<file path="src/rtl/assert_macros.svh">
// Assertion macros shared by the SAM time-filter RTL.
// Depends on a clock named clk and a synchronous active-high reset named rst in the user module.
`ifndef ASSERT_MACROS_SVH
`define ASSERT_MACROS_SVH

// Same-cycle implication, disabled while reset is asserted.
`define ASSERT_IMPL(label, ante, cons, msg) \
  label: assert property (@(posedge clk) disable iff (rst) (ante) |-> (cons)) else $error(msg);

// Next-cycle implication, disabled while reset is asserted.
`define ASSERT_NEXT(label, ante, cons, msg) \
  label: assert property (@(posedge clk) disable iff (rst) (ante) |=> (cons)) else $error(msg);

`endif

</file>
<file path="src/rtl/satlf_pkg.sv">
// Package for the SAM alignment-time line filter: widths, codes, structs and helpers.
// No dependencies; the parser, the histogram, the top level and the testbench import it.
`timescale 1ns / 1ps

package satlf_pkg;

  localparam int NUM_BUCKETS = 26;
  localparam int BKT_W       = (NUM_BUCKETS > 1) ? $clog2(NUM_BUCKETS) : 1;
  localparam int CNT_W       = 48;
  localparam int SUM_W       = 64;
  localparam int TIME_W      = 32;
  localparam int MAG_W       = 32;
  localparam int ENTRY_W     = CNT_W + SUM_W;
  localparam int WIN_W       = 31;

  localparam logic [CNT_W-1:0]  CNT_MAX   = {CNT_W{1'b1}};
  localparam logic [MAG_W-1:0]  MAG_CEIL  = 32'h8000_0000;
  localparam logic [MAG_W-1:0]  TIME_MAX  = 32'h7FFF_FFFF;
  localparam logic [2:0]        TAG_LEN   = 3'd6;

  localparam logic [7:0] CHAR_NL    = 8'h0A;
  localparam logic [7:0] CHAR_TAB   = 8'h09;
  localparam logic [7:0] CHAR_AT    = 8'h40;
  localparam logic [7:0] CHAR_UPA   = 8'h41;
  localparam logic [7:0] CHAR_UPT   = 8'h54;
  localparam logic [7:0] CHAR_COLON = 8'h3A;
  localparam logic [7:0] CHAR_LOWI  = 8'h69;
  localparam logic [7:0] CHAR_PLUS  = 8'h2B;
  localparam logic [7:0] CHAR_MINUS = 8'h2D;
  localparam logic [7:0] CHAR_ZERO  = 8'h30;
  localparam logic [7:0] CHAR_NINE  = 8'h39;

  typedef enum logic [1:0] {
    OP_BYTE     = 2'd0,
    OP_BUCKET   = 2'd1,
    OP_COUNTERS = 2'd2
  } op_t;

  typedef enum logic [1:0] {
    KIND_VERDICT  = 2'd0,
    KIND_BUCKET   = 2'd1,
    KIND_COUNTERS = 2'd2
  } kind_t;

  typedef enum logic [1:0] {
    CLS_HEADER   = 2'd0,
    CLS_KEPT     = 2'd1,
    CLS_EXCLUDED = 2'd2,
    CLS_UNTAGGED = 2'd3
  } class_t;

  typedef enum logic [1:0] {
    PH_SIGN   = 2'd0,
    PH_DIGITS = 2'd1,
    PH_DONE   = 2'd2
  } phase_t;

  typedef struct packed {
    class_t                    cls;
    logic signed [TIME_W-1:0]  line_time;
    logic [BKT_W-1:0]          bucket;
    logic                      upd;
  } verdict_t;

  typedef struct packed {
    logic [CNT_W-1:0] rec;
    logic [CNT_W-1:0] exc;
  } counters_t;

  typedef struct packed {
    logic             rd_en;
    logic [BKT_W-1:0] rd_addr;
    logic             upd_en;
  } hist_ctrl_t;

  function automatic logic [CNT_W-1:0] sat_inc(input logic [CNT_W-1:0] v);
    return (v == CNT_MAX) ? CNT_MAX : v + 1'b1;
  endfunction

  // Expected character at each position of the tab-AT:i: tag.
  function automatic logic [7:0] tag_char(input logic [2:0] pos);
    logic [7:0] c;
    unique case (pos)
      3'd0:    c = CHAR_TAB;
      3'd1:    c = CHAR_UPA;
      3'd2:    c = CHAR_UPT;
      3'd3:    c = CHAR_COLON;
      3'd4:    c = CHAR_LOWI;
      3'd5:    c = CHAR_COLON;
      default: c = 8'h00;
    endcase
    return c;
  endfunction

  // Floor-log2 bucket: times of one or less go to bucket 0, the top bucket takes the rest.
  function automatic logic [BKT_W-1:0] bucket_of(input logic signed [TIME_W-1:0] t);
    logic [4:0] lg;
    logic [BKT_W-1:0] res;
    lg = 5'd0;
    for (int i = 1; i < TIME_W - 1; i++) begin
      if (t[i]) begin
        lg = 5'(i);
      end
    end
    if (t <= 32'sd1) begin
      res = '0;
    end else if (int'(lg) >= NUM_BUCKETS) begin
      res = BKT_W'(NUM_BUCKETS - 1);
    end else begin
      res = lg[BKT_W-1:0];
    end
    return res;
  endfunction

endpackage

</file>
<file path="src/rtl/sam_alignment_time_line_filter_core.sv">
// Top level of the SAM alignment-time line filter.
// Depends on satlf_pkg, satlf_parser, satlf_hist and assert_macros.svh.
`timescale 1ns / 1ps
`include "assert_macros.svh"

// Usage
// The item channel (item_valid / item_stall) carries one transfer per cycle: a text byte
// (operation 0), a histogram bucket readout request (operation 1) or a counter readout
// request (operation 2). Operation 3 is ignored. The result channel (result_valid /
// result_stall) returns one transfer for every newline byte (the line verdict) and for
// every readout; other bytes give no result.
// The path is three registers deep: input register, middle stage (histogram read), and
// result register. The result of an item reaches the result register after the item
// has passed the input register and the middle stage. While the receiver does not stall,
// the block takes one item per cycle; the histogram read-modify-write fits that rate
// because a bucket written in the same cycle that it is read is forwarded.
// When the receiver stalls, the result register holds, the middle stage holds if it has
// a result to pass on, and the input register fills before item_stall is raised.
// Reset clears the line parser, the counters, the histogram valid bits (so every bucket
// reads as zero at once) and sets the window registers to [0, 2147483647].
// The window registers sit at APB addresses 0 (exclude_low) and 4 (exclude_high) and
// are to be written only while the block is idle, which the block does not enforce.

module sam_alignment_time_line_filter_core (
  input  logic                clk,
  input  logic                rst,
  input  logic                psel,
  input  logic                penable,
  input  logic                pwrite,
  input  logic [2:0]          paddr,
  input  logic [31:0]         pwdata,
  output logic [31:0]         prdata,
  output logic                pready,
  input  logic                item_valid,
  output logic                item_stall,
  input  logic [1:0]          operation,
  input  logic [7:0]          text_byte,
  input  logic [4:0]          bucket_select,
  output logic                result_valid,
  input  logic                result_stall,
  output logic [1:0]          result_kind,
  output logic [1:0]          line_class,
  output logic signed [31:0]  line_time,
  output logic [47:0]         bucket_count,
  output logic signed [63:0]  bucket_time_sum,
  output logic [47:0]         records_seen,
  output logic [47:0]         records_excluded
);
  import satlf_pkg::*;

  // Window registers.
  logic [WIN_W-1:0] exclude_low;
  logic [WIN_W-1:0] exclude_high;
  logic             cfg_write;

  // Input register.
  logic       s1_valid;
  logic [1:0] s1_op;
  logic [7:0] s1_byte;
  logic [4:0] s1_sel;
  logic       s1_go;
  logic       s1_newline;

  // Middle stage.
  logic                     s2_valid;
  logic                     s2_result;
  kind_t                    s2_kind;
  class_t                   s2_cls;
  logic signed [TIME_W-1:0] s2_time;
  logic                     s2_oob;
  logic                     s2_upd;
  counters_t                s2_cnt;
  logic                     s2_go;

  logic                     item_accept;
  verdict_t                 verdict;
  counters_t                counts;
  hist_ctrl_t               hctrl;
  logic [CNT_W-1:0]         cur_count;
  logic [SUM_W-1:0]         cur_sum;

  // Configuration port: the register is picked by address bit 2 alone.
  assign pready    = 1'b1;
  assign cfg_write = psel && penable && pwrite && pready;
  assign prdata    = paddr[2] ? {1'b0, exclude_high} : {1'b0, exclude_low};

  always_ff @(posedge clk) begin
    if (rst) begin
      exclude_low  <= '0;
      exclude_high <= {WIN_W{1'b1}};
    end else if (cfg_write) begin
      if (paddr[2]) begin
        exclude_high <= pwdata[WIN_W-1:0];
      end else begin
        exclude_low <= pwdata[WIN_W-1:0];
      end
    end
  end

  // Pipeline flow. A middle-stage item without a result may always leave.
  always_comb begin
    s2_go       = s2_valid && (!s2_result || !result_valid || !result_stall);
    s1_go       = s1_valid && (!s2_valid || s2_go);
    item_stall  = s1_valid && !s1_go;
    item_accept = item_valid && !item_stall;
    s1_newline  = (s1_op == OP_BYTE) && (s1_byte == CHAR_NL);
  end

  satlf_parser u_parser (
    .clk          (clk),
    .rst          (rst),
    .byte_en      (s1_go && (s1_op == OP_BYTE)),
    .text_byte    (s1_byte),
    .exclude_low  (exclude_low),
    .exclude_high (exclude_high),
    .verdict      (verdict),
    .counts       (counts)
  );

  // At most one histogram read per item: the bucket readout or the bucket to be updated.
  always_comb begin
    hctrl.rd_en   = s1_go && ((s1_op == OP_BUCKET) || (s1_newline && verdict.upd));
    hctrl.rd_addr = (s1_op == OP_BUCKET) ? s1_sel[BKT_W-1:0] : verdict.bucket;
    hctrl.upd_en  = s2_go && s2_upd;
  end

  satlf_hist u_hist (
    .clk       (clk),
    .rst       (rst),
    .ctrl      (hctrl),
    .upd_time  (s2_time),
    .cur_count (cur_count),
    .cur_sum   (cur_sum)
  );

  always_ff @(posedge clk) begin
    if (rst) begin
      s1_valid     <= 1'b0;
      s2_valid     <= 1'b0;
      s2_result    <= 1'b0;
      s2_upd       <= 1'b0;
      result_valid <= 1'b0;
    end else begin
      if (item_accept) begin
        s1_valid <= 1'b1;
      end else if (s1_go) begin
        s1_valid <= 1'b0;
      end
      if (s1_go) begin
        s2_valid <= 1'b1;
        unique case (s1_op)
          OP_BYTE:     s2_result <= s1_newline;
          OP_BUCKET:   s2_result <= 1'b1;
          OP_COUNTERS: s2_result <= 1'b1;
          default:     s2_result <= 1'b0;
        endcase
        s2_upd <= s1_newline && verdict.upd;
      end else if (s2_go) begin
        s2_valid  <= 1'b0;
        s2_result <= 1'b0;
        s2_upd    <= 1'b0;
      end
      if (s2_go && s2_result) begin
        result_valid <= 1'b1;
      end else if (!result_stall) begin
        result_valid <= 1'b0;
      end
    end
  end

  // Payload registers. Fields that do not belong to the result's kind are loaded with zero.
  always_ff @(posedge clk) begin
    if (item_accept) begin
      s1_op   <= operation;
      s1_byte <= text_byte;
      s1_sel  <= bucket_select;
    end
    if (s1_go) begin
      unique case (s1_op)
        OP_BUCKET:   s2_kind <= KIND_BUCKET;
        OP_COUNTERS: s2_kind <= KIND_COUNTERS;
        default:     s2_kind <= KIND_VERDICT;
      endcase
      s2_cls  <= verdict.cls;
      s2_time <= verdict.line_time;
      s2_oob  <= ({1'b0, s1_sel} >= 6'(NUM_BUCKETS));
      s2_cnt  <= counts;
    end
    if (s2_go && s2_result) begin
      result_kind <= s2_kind;
      unique case (s2_kind)
        KIND_VERDICT: begin
          line_class       <= s2_cls;
          line_time        <= s2_time;
          bucket_count     <= '0;
          bucket_time_sum  <= '0;
          records_seen     <= '0;
          records_excluded <= '0;
        end
        KIND_BUCKET: begin
          line_class       <= '0;
          line_time        <= '0;
          bucket_count     <= s2_oob ? '0 : cur_count;
          bucket_time_sum  <= s2_oob ? '0 : cur_sum;
          records_seen     <= '0;
          records_excluded <= '0;
        end
        KIND_COUNTERS: begin
          line_class       <= '0;
          line_time        <= '0;
          bucket_count     <= '0;
          bucket_time_sum  <= '0;
          records_seen     <= s2_cnt.rec;
          records_excluded <= s2_cnt.exc;
        end
        default: begin
          line_class       <= '0;
          line_time        <= '0;
          bucket_count     <= '0;
          bucket_time_sum  <= '0;
          records_seen     <= '0;
          records_excluded <= '0;
        end
      endcase
    end
  end

  `ASSERT_IMPL(a_upd_is_verdict, s2_valid && s2_upd, s2_result && (s2_kind == KIND_VERDICT), "update on a non-verdict")
  `ASSERT_IMPL(a_stall_when_full, item_stall, s1_valid && s2_valid, "input stalled with a free stage")

endmodule

</file>
<file path="src/rtl/satlf_ram.sv">
// Generic simple dual-port RAM: one write port, one read port with registered read data.
// No dependencies.
`timescale 1ns / 1ps

module satlf_ram #(
  parameter int WIDTH = 8,
  parameter int DEPTH = 16
) (
  input  logic                                   clk,
  input  logic                                   wr_en,
  input  logic [(DEPTH > 1 ? $clog2(DEPTH) : 1)-1:0] wr_addr,
  input  logic [WIDTH-1:0]                       wr_data,
  input  logic                                   rd_en,
  input  logic [(DEPTH > 1 ? $clog2(DEPTH) : 1)-1:0] rd_addr,
  output logic [WIDTH-1:0]                       rd_data
);

  logic [WIDTH-1:0] mem [DEPTH];

  always_ff @(posedge clk) begin
    if (wr_en) begin
      mem[wr_addr] <= wr_data;
    end
    if (rd_en) begin
      rd_data <= mem[rd_addr];
    end
  end

endmodule

</file>
<file path="src/rtl/satlf_parser.sv">
// Per-byte SAM line parser: header detection, tag search, time parsing and line counters.
// Depends on satlf_pkg and assert_macros.svh.
`timescale 1ns / 1ps
`include "assert_macros.svh"

module satlf_parser (
  input  logic                           clk,
  input  logic                           rst,
  input  logic                           byte_en,
  input  logic [7:0]                     text_byte,
  input  logic [satlf_pkg::WIN_W-1:0]    exclude_low,
  input  logic [satlf_pkg::WIN_W-1:0]    exclude_high,
  output satlf_pkg::verdict_t            verdict,
  output satlf_pkg::counters_t           counts
);
  import satlf_pkg::*;

  logic             at_line_start, at_line_start_next;
  logic             is_header, is_header_next;
  logic [2:0]       tag_pos, tag_pos_next;
  logic             tag_found, tag_found_next;
  phase_t           phase, phase_next;
  logic             value_neg, value_neg_next;
  logic [MAG_W-1:0] value_mag, value_mag_next;
  logic [CNT_W-1:0] record_count, record_count_next;
  logic [CNT_W-1:0] excluded_count, excluded_count_next;

  logic signed [TIME_W-1:0] cur_time;
  logic                     in_window;
  logic                     line_is_header;

  // Time of the line as it stands now, clamped to the signed 32-bit range.
  always_comb begin
    if (value_neg) begin
      cur_time = -$signed(value_mag);
    end else if (value_mag > TIME_MAX) begin
      cur_time = $signed(TIME_MAX);
    end else begin
      cur_time = $signed(value_mag);
    end
    in_window = (cur_time >= $signed({1'b0, exclude_low}))
             && (cur_time <= $signed({1'b0, exclude_high}));
    line_is_header = !at_line_start && is_header;
  end

  always_comb begin
    verdict.upd       = !line_is_header && tag_found;
    verdict.line_time = verdict.upd ? cur_time : '0;
    verdict.bucket    = bucket_of(cur_time);
    if (line_is_header) begin
      verdict.cls = CLS_HEADER;
    end else if (!tag_found) begin
      verdict.cls = CLS_UNTAGGED;
    end else if (in_window) begin
      verdict.cls = CLS_EXCLUDED;
    end else begin
      verdict.cls = CLS_KEPT;
    end
    counts.rec = record_count;
    counts.exc = excluded_count;
  end

  always_comb begin
    logic hdr;
    logic val;
    logic skip;
    logic dig;
    phase_t ph;
    logic [MAG_W+3:0] m;

    at_line_start_next  = at_line_start;
    is_header_next      = is_header;
    tag_pos_next        = tag_pos;
    tag_found_next      = tag_found;
    phase_next          = phase;
    value_neg_next      = value_neg;
    value_mag_next      = value_mag;
    record_count_next   = record_count;
    excluded_count_next = excluded_count;
    hdr  = is_header;
    val  = 1'b0;
    skip = 1'b0;
    ph   = phase;
    dig  = (text_byte >= CHAR_ZERO) && (text_byte <= CHAR_NINE);
    m    = ({4'b0, value_mag} << 3) + ({4'b0, value_mag} << 1)
         + {MAG_W'(0), text_byte[3:0] - CHAR_ZERO[3:0]};

    if (byte_en) begin
      if (text_byte == CHAR_NL) begin
        if (!line_is_header) begin
          record_count_next = sat_inc(record_count);
          if (tag_found && in_window) begin
            excluded_count_next = sat_inc(excluded_count);
          end
        end
        at_line_start_next = 1'b1;
        is_header_next     = 1'b0;
        tag_pos_next       = '0;
        tag_found_next     = 1'b0;
        phase_next         = PH_SIGN;
        value_neg_next     = 1'b0;
        value_mag_next     = '0;
      end else begin
        if (at_line_start) begin
          hdr = (text_byte == CHAR_AT);
        end
        at_line_start_next = 1'b0;
        is_header_next     = hdr;
        if (!hdr) begin
          if (tag_found) begin
            val = 1'b1;
          end else if (tag_pos >= TAG_LEN) begin
            tag_found_next = 1'b1;
            val            = 1'b1;
          end else if (text_byte == tag_char(tag_pos)) begin
            tag_pos_next = tag_pos + 3'd1;
          end else begin
            tag_pos_next = (text_byte == CHAR_TAB) ? 3'd1 : 3'd0;
          end
          if (val) begin
            if (ph == PH_SIGN) begin
              if (text_byte == CHAR_PLUS || text_byte == CHAR_MINUS) begin
                value_neg_next = (text_byte == CHAR_MINUS);
                phase_next     = PH_DIGITS;
                skip           = 1'b1;
              end else begin
                ph         = dig ? PH_DIGITS : PH_DONE;
                phase_next = ph;
              end
            end
            if (!skip && ph == PH_DIGITS) begin
              if (dig) begin
                value_mag_next = (m > {4'b0, MAG_CEIL}) ? MAG_CEIL : m[MAG_W-1:0];
              end else begin
                phase_next = PH_DONE;
              end
            end
          end
        end
      end
    end
  end

  always_ff @(posedge clk) begin
    if (rst) begin
      at_line_start  <= 1'b1;
      is_header      <= 1'b0;
      tag_pos        <= '0;
      tag_found      <= 1'b0;
      phase          <= PH_SIGN;
      value_neg      <= 1'b0;
      value_mag      <= '0;
      record_count   <= '0;
      excluded_count <= '0;
    end else begin
      at_line_start  <= at_line_start_next;
      is_header      <= is_header_next;
      tag_pos        <= tag_pos_next;
      tag_found      <= tag_found_next;
      phase          <= phase_next;
      value_neg      <= value_neg_next;
      value_mag      <= value_mag_next;
      record_count   <= record_count_next;
      excluded_count <= excluded_count_next;
    end
  end

  `ASSERT_IMPL(a_tag_pos_range, 1'b1, tag_pos <= TAG_LEN, "tag match position ran past the tag")
  `ASSERT_IMPL(a_mag_ceiling, 1'b1, value_mag <= MAG_CEIL, "time magnitude escaped saturation")

endmodule

</file>
<file path="src/rtl/satlf_hist.sv">
// Floor-log2 histogram of counts and time sums, held in one RAM with per-entry valid bits.
// Depends on satlf_pkg, satlf_ram and assert_macros.svh.
`timescale 1ns / 1ps
`include "assert_macros.svh"

module satlf_hist (
  input  logic                              clk,
  input  logic                              rst,
  input  satlf_pkg::hist_ctrl_t             ctrl,
  input  logic signed [satlf_pkg::TIME_W-1:0] upd_time,
  output logic [satlf_pkg::CNT_W-1:0]       cur_count,
  output logic [satlf_pkg::SUM_W-1:0]       cur_sum
);
  import satlf_pkg::*;

  logic [NUM_BUCKETS-1:0] vld;
  logic [BKT_W-1:0]       raddr_q;
  logic                   rd_vld;
  logic                   fwd_hit;
  logic [ENTRY_W-1:0]     fwd_data;
  logic [ENTRY_W-1:0]     ram_rdata;
  logic [ENTRY_W-1:0]     cur_entry;
  logic [ENTRY_W-1:0]     wr_data;
  logic                   rd_in_range;

  satlf_ram #(
    .WIDTH (ENTRY_W),
    .DEPTH (NUM_BUCKETS)
  ) u_ram (
    .clk     (clk),
    .wr_en   (ctrl.upd_en),
    .wr_addr (raddr_q),
    .wr_data (wr_data),
    .rd_en   (ctrl.rd_en),
    .rd_addr (ctrl.rd_addr),
    .rd_data (ram_rdata)
  );

  // An entry never written reads as zero; a write in the read cycle is forwarded.
  always_comb begin
    if (fwd_hit) begin
      cur_entry = fwd_data;
    end else if (rd_vld) begin
      cur_entry = ram_rdata;
    end else begin
      cur_entry = '0;
    end
    cur_count   = cur_entry[ENTRY_W-1:SUM_W];
    cur_sum     = cur_entry[SUM_W-1:0];
    wr_data     = {sat_inc(cur_count), cur_sum + {{(SUM_W - TIME_W){upd_time[TIME_W-1]}}, upd_time}};
    rd_in_range = ({1'b0, ctrl.rd_addr} < (BKT_W + 1)'(NUM_BUCKETS));
  end

  always_ff @(posedge clk) begin
    if (rst) begin
      vld     <= '0;
      raddr_q <= '0;
      rd_vld  <= 1'b0;
      fwd_hit <= 1'b0;
    end else begin
      if (ctrl.upd_en) begin
        vld[raddr_q] <= 1'b1;
      end
      if (ctrl.rd_en) begin
        raddr_q <= ctrl.rd_addr;
        rd_vld  <= rd_in_range ? vld[ctrl.rd_addr] : 1'b0;
        fwd_hit <= ctrl.upd_en && (raddr_q == ctrl.rd_addr);
      end
    end
  end

  always_ff @(posedge clk) begin
    if (ctrl.rd_en) begin
      fwd_data <= wr_data;
    end
  end

  `ASSERT_NEXT(a_fwd_taken, ctrl.rd_en && ctrl.upd_en && (ctrl.rd_addr == raddr_q), fwd_hit, "write in read cycle was not forwarded")

endmodule

</file>
<file path="config.mk">
export PLATFORM = sky130hd
export DESIGN_NAME = sam_alignment_time_line_filter_core
export DESIGN_NICKNAME = d
export VERILOG_FILES = /design/src/rtl/satlf_pkg.sv /design/src/rtl/sam_alignment_time_line_filter_core.sv /design/src/rtl/satlf_ram.sv /design/src/rtl/satlf_parser.sv /design/src/rtl/satlf_hist.sv
export VERILOG_INCLUDE_DIRS = /design/src /design/src/rtl
export SDC_FILE = /design/constraint.sdc
export NUM_CORES = 2
export LEC_CHECK = 0
export BUFFER_PORTS_ARGS = -buffer_cell sky130_fd_sc_hd__buf_2
export CORE_ASPECT_RATIO = 0.7
export CORE_MARGIN = 10
export CORE_UTILIZATION = 25
export CTS_CLUSTER_SIZE = 10
export DETAILED_ROUTE_END_ITERATION = 8
export PLACE_DENSITY_LB_ADDON = 0.25
export SKIP_CTS_REPAIR_TIMING = 1
export SYNTH_ARGS = -nofsm -noshare
export SYNTH_HDL_FRONTEND = slang
export SYNTH_SLANG_ARGS = --single-unit
</file>
<file path="constraint.sdc">
create_clock -name clk -period 23 [get_ports clk]
set_input_delay 3.45 -clock clk [delete_from_list [all_inputs] [get_ports clk]]
set_output_delay 3.45 -clock clk [all_outputs]
set_load 0.005 [all_outputs]
</file>
# After elaboration in Yosys (flattened, before gate mapping)
# Memory sizes are Yosys's and may differ from the RTL's. A register that Yosys moved wholly into a read port is not among the register bits.
# Index checks and enable logic that the tools add are counted.
# totals
ramBits	2912
elab_cells	259
ff_bits	741
out_inout_bits	279
n_memories	1
input_bits	57
# memory_table
name	depth	width	rd	rd_clocked_by_memory_dff	wr	line	rtl
u_hist.u_ram.mem	26	112	1	1	1	satlf_ram.sv:18	logic [WIDTH-1:0] mem [DEPTH];
# classes
eq_ne	24
n_addsub	8
reduce_logical	57
n_bitwise	4
magnitude_cmp	14
n_mux	114
# op_table
cell	count
2-to-1 mux 32 bit	8
2-to-1 mux 112 bit	2
adder 48 x 1 -> 48 bit (second input constant)	3
== test 48 bit (second input constant)	3
2-to-1 mux 48 bit	3
2-to-1 mux 5 bit	18
adder 64 bit	1
2-to-1 mux 8 bit	5
2-to-1 mux 1 bit	37
adder 35 x 33 -> 36 bit	1
adder 36 x 4 -> 36 bit	1
> comparator 36 x 32 -> 1 bit (second input constant)	1
2-to-1 mux 2 bit	18
one-hot mux 7 bit (5 select lines)	1
greater-or-equal comparator 32 bit	1
> comparator 32 x 31 -> 1 bit (second input constant)	1
less-or-equal comparator 32 x 2 -> 1 bit (second input constant)	1
less-or-equal comparator 32 bit	1
2-to-1 mux 4 bit	8
negator 32 bit	1
2-to-1 mux 31 bit	1
2-to-1 mux 3 bit	9
bitwise OR 26 bit	1
logical AND 1 bit	20
other kinds (35)	75

# Depth between registers and ports, before layout
# logic_depth
depth_word	40
depth_mapped	25

# Modules after synthesis
# From an unflattened synthesis, not the netlist that was laid out.
# unflattened
hier_cells	8639
area_unflattened_um2	152745.2
# by_module_without_submodules
module	seq_area_each_um2	cells_per_inst	area_each_um2	instances
satlf_ram	90807.1	4806	113278.6	1
sam_alignment_time_line_filter_core	13112.6	1024	16463.3	1
satlf_parser	2742.6	1608	11937.7	1
satlf_hist	4023.9	1201	11065.6	1

# Worst setup path after synthesis
# OpenSTA, ideal clock, no wires.
# synth_timing
path_type	input-to-reg
startpoint	input result_stall
endpoint	register u_hist.rd_vld
arrival_time_ns	16.218
n_path_buf	2
path_slack_ns	6.661
stages	11
setup_time_ns	0.122
cell_sequence	nand4_1 and2_1 clkbuf_1 nand2_1 nor3_1 and2_1 a21oi_1 inv_1 clkbuf_1 nand4_1 o211a_1
# synth_rtl
element	line	rtl
from (decl)	sam_alignment_time_line_filter_core.sv:40	input logic result_stall,
to (signal assigned)	satlf_hist.sv:66	rd_vld <= rd_in_range ? vld[ctrl.rd_addr] : 1'b0;
to (decl)	satlf_hist.sv:18	logic rd_vld;

# Final worst setup path
# layout_timing
startpoint	register u_parser.value_mag[6]
endpoint	register u_hist.u_ram.rd_data[89], read port of u_hist.u_ram.mem (data pin)
# layout_rtl
element	line	rtl
from (decl)	satlf_parser.sv:24	logic [MAG_W-1:0] value_mag, value_mag_next;
from (signal assigned)	satlf_parser.sv:162	value_mag <= value_mag_next;
> comparator 32 x 31 -> 1 bit	satlf_parser.sv:36	end else if (value_mag > TIME_MAX) begin
2-to-1 mux 32 bit	satlf_parser.sv:36	
2-to-1 mux 32 bit *	satlf_parser.sv:34	if (value_neg) begin
net u_parser.cur_time[27]	satlf_parser.sv:28	logic signed [TIME_W-1:0] cur_time;
2-to-1 mux 5 bit (4 in series)	satlf_pkg.sv:101	if (t[i]) begin
greater-or-equal comparator 5 bit	satlf_pkg.sv:107	end else if (int'(lg) >= NUM_BUCKETS) begin
2-to-1 mux 5 bit	satlf_pkg.sv:107	
2-to-1 mux 5 bit *	satlf_pkg.sv:105	if (t <= 32'sd1) begin
2-to-1 mux 5 bit *	sam_alignment_time_line_filter_core.sv:123	hctrl.rd_addr = (s1_op == OP_BUCKET) ? s1_sel[BKT_W-1:0] : verdict.bucket;
to (decl)	satlf_ram.sv:15	output logic [WIDTH-1:0] rd_data
# Mark *: on every way through the listed nets, which the timed path passes. The rest lies on a longest branch.
# A chain may end at the register's enable or synchronous reset.

==> metrics.md <==
| Metric | Value |
|---|---|
| Outcome | finished clean |
| CP most frequent cell | buf_4 |
| Post-DP HPWL | 283000 um |
| Least-Margin Pin Slew | 1.31 ns |
| Core area | 620000 um^2 |
| Peak supply drop | 56.5 uV |
| RSZ-0062 raised after global routing | no |
| DR pass1 iterations | 6 |
| EDFF count, synth | 3528 |
| Placed Area | 167000 um^2 |
| Net Count, Synth | 12173 |
| Setup tns final | 0 ns |
| Die area | 654000 um^2 |
| Worst relative slew slack | 12.4% |
| Placer Congestion | 0.763 |
| # rows | 242 |
| Pwr dens | 79.9 nW/um^2 |
| GR Overflow Total | 0 |
| 1st-iter DRT viols | 10156 |
| Worst skew pair latency | 1.04 ns |
| Top Ports | 336 |
| Crit path largest cell delay | 0.85 ns |
| Htree depth | 5 |
| Worst-path clk slew | 0.06 ns |
| Commonest register cell after synthesis | edfxtp_1 |
| Clock network fraction of design power | 43.1% |
| Chip height | 679 um |
| Net Switching | 0.00324 W |
| Highest-count cells in the layout ignoring fill and taps | edfxtp_1, nand2_1, and3_1 |
| Syn Area/Cell | 13.0 um^2 |
| Via count | 99759 |
| Port bufs | 330 |
| Period utilization | 39.9% |
| Max-cap viol count | 0 |
| Yosys cell types | 91 |
| DR DRC count | 0 |
| Final setup viols | 0 |
| Share of layout cells above drive strength 1 | 10.5% |
| CP max FO | 66 |
| Crit. End Element | flop |
| Most common cell after layout, fill and taps aside | edfxtp_1 |
| Die width | 962 um |
| Worst Skew | 0.110 ns |
| Switch share | 22.6% |
| Final Hold Viols | 0 |
| Final slew viol count | 0 |
| Req. time, crit path | 23.70 ns |
| Vias in the first global route | 93777 |
| Total GRT Usage | 15.1% |
| Seq cells post-synth | 3765 |
| Max Fclk | 0.109 GHz |
| Hold/Removal Path Class | reg -> reg |
| Startpoint Class | flop |
| Routed WL per cell | 25.1 um |
| Post-layout min period | 9.17 ns |
| Synth warn | 0 |
| Clock tree sinks | 3765 |
| Cells after Synth | 11917 |
| Final core occ | 28.9% |
| Root Driver | clkbuf_16 |
| Sequential cell area fraction in the yosys report | 71.3% |
| Total wire length | 519000 um |
| # nets final | 12484 |
| Initial Util | 25.1% |
| Leak Pwr | 61.7 nW |
| Sequential Power Share | 52.4% |
| Post-Synthesis Cell Area | 155000 um^2 |
| Slowest-stage cell, CP | nand4_1 |
| CTS Buf Count | 426 |
| Area grow syn2layout | 15.5% |
| First-pass GRT wire length | 730000 um |
| Cell area after layout | 179000 um^2 |
| CTS tree | done |
| CP Data Arrival Time | 9.87 ns |
| Internal cell power | 0.0111 W |
| Combinational power share | 4.5% |
| Clock buffer depth | 4 |
| Worst Setup Path Type | reg -> reg |
| Final ANT Viol Nets | 0 |
| Ys async rst share | 0% |
| Largest net degree at the start of global routing | 142 |
| Worst path cell trace | nor4_2 -> nand4_1 -> o31a_1 -> o31ai_1 -> nor3_1 -> o211ai_1 -> o31ai_2 -> a22oi_2 -> buf_4 -> buf_4 -> buf_4 -> buf_4 -> a311oi_1 -> a311oi_1 -> o311ai_1 |
| Via density per instance | 4.82 |
| Antenna violations before repair | 33 |
## cells in the mapped netlist (all sizes together) (46+ instances only)
cell    instances  area share (%)
edfxtp       3528              68
nand2        2987             7.2
and3          633             2.5
clkbuf        521             1.3
a311oi        463             2.6
nand3         370             1.2
nor2          363            0.88
o21ai         262            0.84
dfxtp         237             3.1
a21oi         234            0.76
buf           225            0.77
ha            196             1.6
and2          158            0.64
inv           126            0.30
a31oi         119            0.48
a211oi        118            0.57
nor2b         107            0.43
xnor2         106            0.60
mux2i         101            0.65
a22o           92            0.52
xor2           89            0.50
nor3           80            0.26
nor4           78            0.36
o311ai         73            0.41
a21o           58            0.28
mux2           57            0.41
nand4          54            0.22
a22oi          46            0.22
## worst max-delay path: cells and delay by family (launching register included)
kind,cells,cell delay (ns)
buffers and inverters,4,2.99
AO/OA/AOI/OAI,8,3.40
AND/OR/NAND/NOR,3,1.71
flip-flops,1,0.48
## metal layers
metal  GRT usage [%]  part of all wire [%]  vias to the layer above
li1                -                     -                    44921
met4            2.93                   1.9                        6
met3            2.06                   6.1                      613
met5               0                0.0089                        -
met1            22.9                    48                    51108
met2            23.0                    44                     3111
## area by class of cell
cell class / count / area, um^2
clock inverter: 44 / 681
inverter: 127 / 484
timing repair buffer: 629 / 4240
tap: 8296 / 10400
antenna: 18 / 45.0
sequential: 3765 / 111000
clock buffer: 528 / 11200
multi-input combinational: 7279 / 41700
fill: 62955 / 440000
## state kept, by name, summed over array words and instances, names as in the netlist, 64 cells and up
register,flops
u_hist.fwd_data,112
s2_cnt,96
bucket_time_sum,64
u_hist.u_ram.mem,2912
u_hist.u_ram.rd_data,112
## power groups by stage
stage	sequential, W	clock [W]	combinational [W]
finish	0.00751	0.00617	0.000641
global route	0.00751	0.00658	0.000699
CTS	0.00751	0.00633	0.000647
detailed placement	0.00766	0	0.000645
global placement	0.00766	0	0.000643
floorplan	0.00766	0	0.000373
## cell families after synthesis
| logic type | synth area share (%) |
|---|---|
| AND/OR/NAND/NOR | 14.4 |
| flip-flops | 71.3 |
| AO/OA/AOI/OAI | 8.23 |
| buffers and inverters | 2.33 |
| adder cells (fa/ha/maj) | 1.63 |
| XOR/XNOR | 1.10 |
| multiplexers | 1.06 |
| other | 0.00483 |
## path summary, 6_finish.rpt
path                                                 end                  start  depth (start not counted)  slack, ns
worst min register to register           exclude_low[10]        exclude_low[10]                          2       0.45
worst max-delay path            u_hist.u_ram.rd_data[89]  u_parser.value_mag[6]                         15      13.83
worst max register to register  u_hist.u_ram.rd_data[89]  u_parser.value_mag[6]                         15      13.83
worst min-delay path                     exclude_low[10]        exclude_low[10]                          2       0.45
## metrics by stage
step           hold slack [ns]  setup WS (ns)  std cells  power, W
2_1_floorplan            0.423           6.66      11917   0.00803
3_3_place_gp             0.444          14.00      20096   0.00830
3_5_place_dp             0.445          13.97      20096   0.00830
4_1_cts                  0.455          13.90      20668    0.0145
5_1_grt                  0.470          13.30      20671    0.0148
6_report                 0.452          13.83      20686    0.0143
No activity file was read; power rests on OpenSTA's default activity.
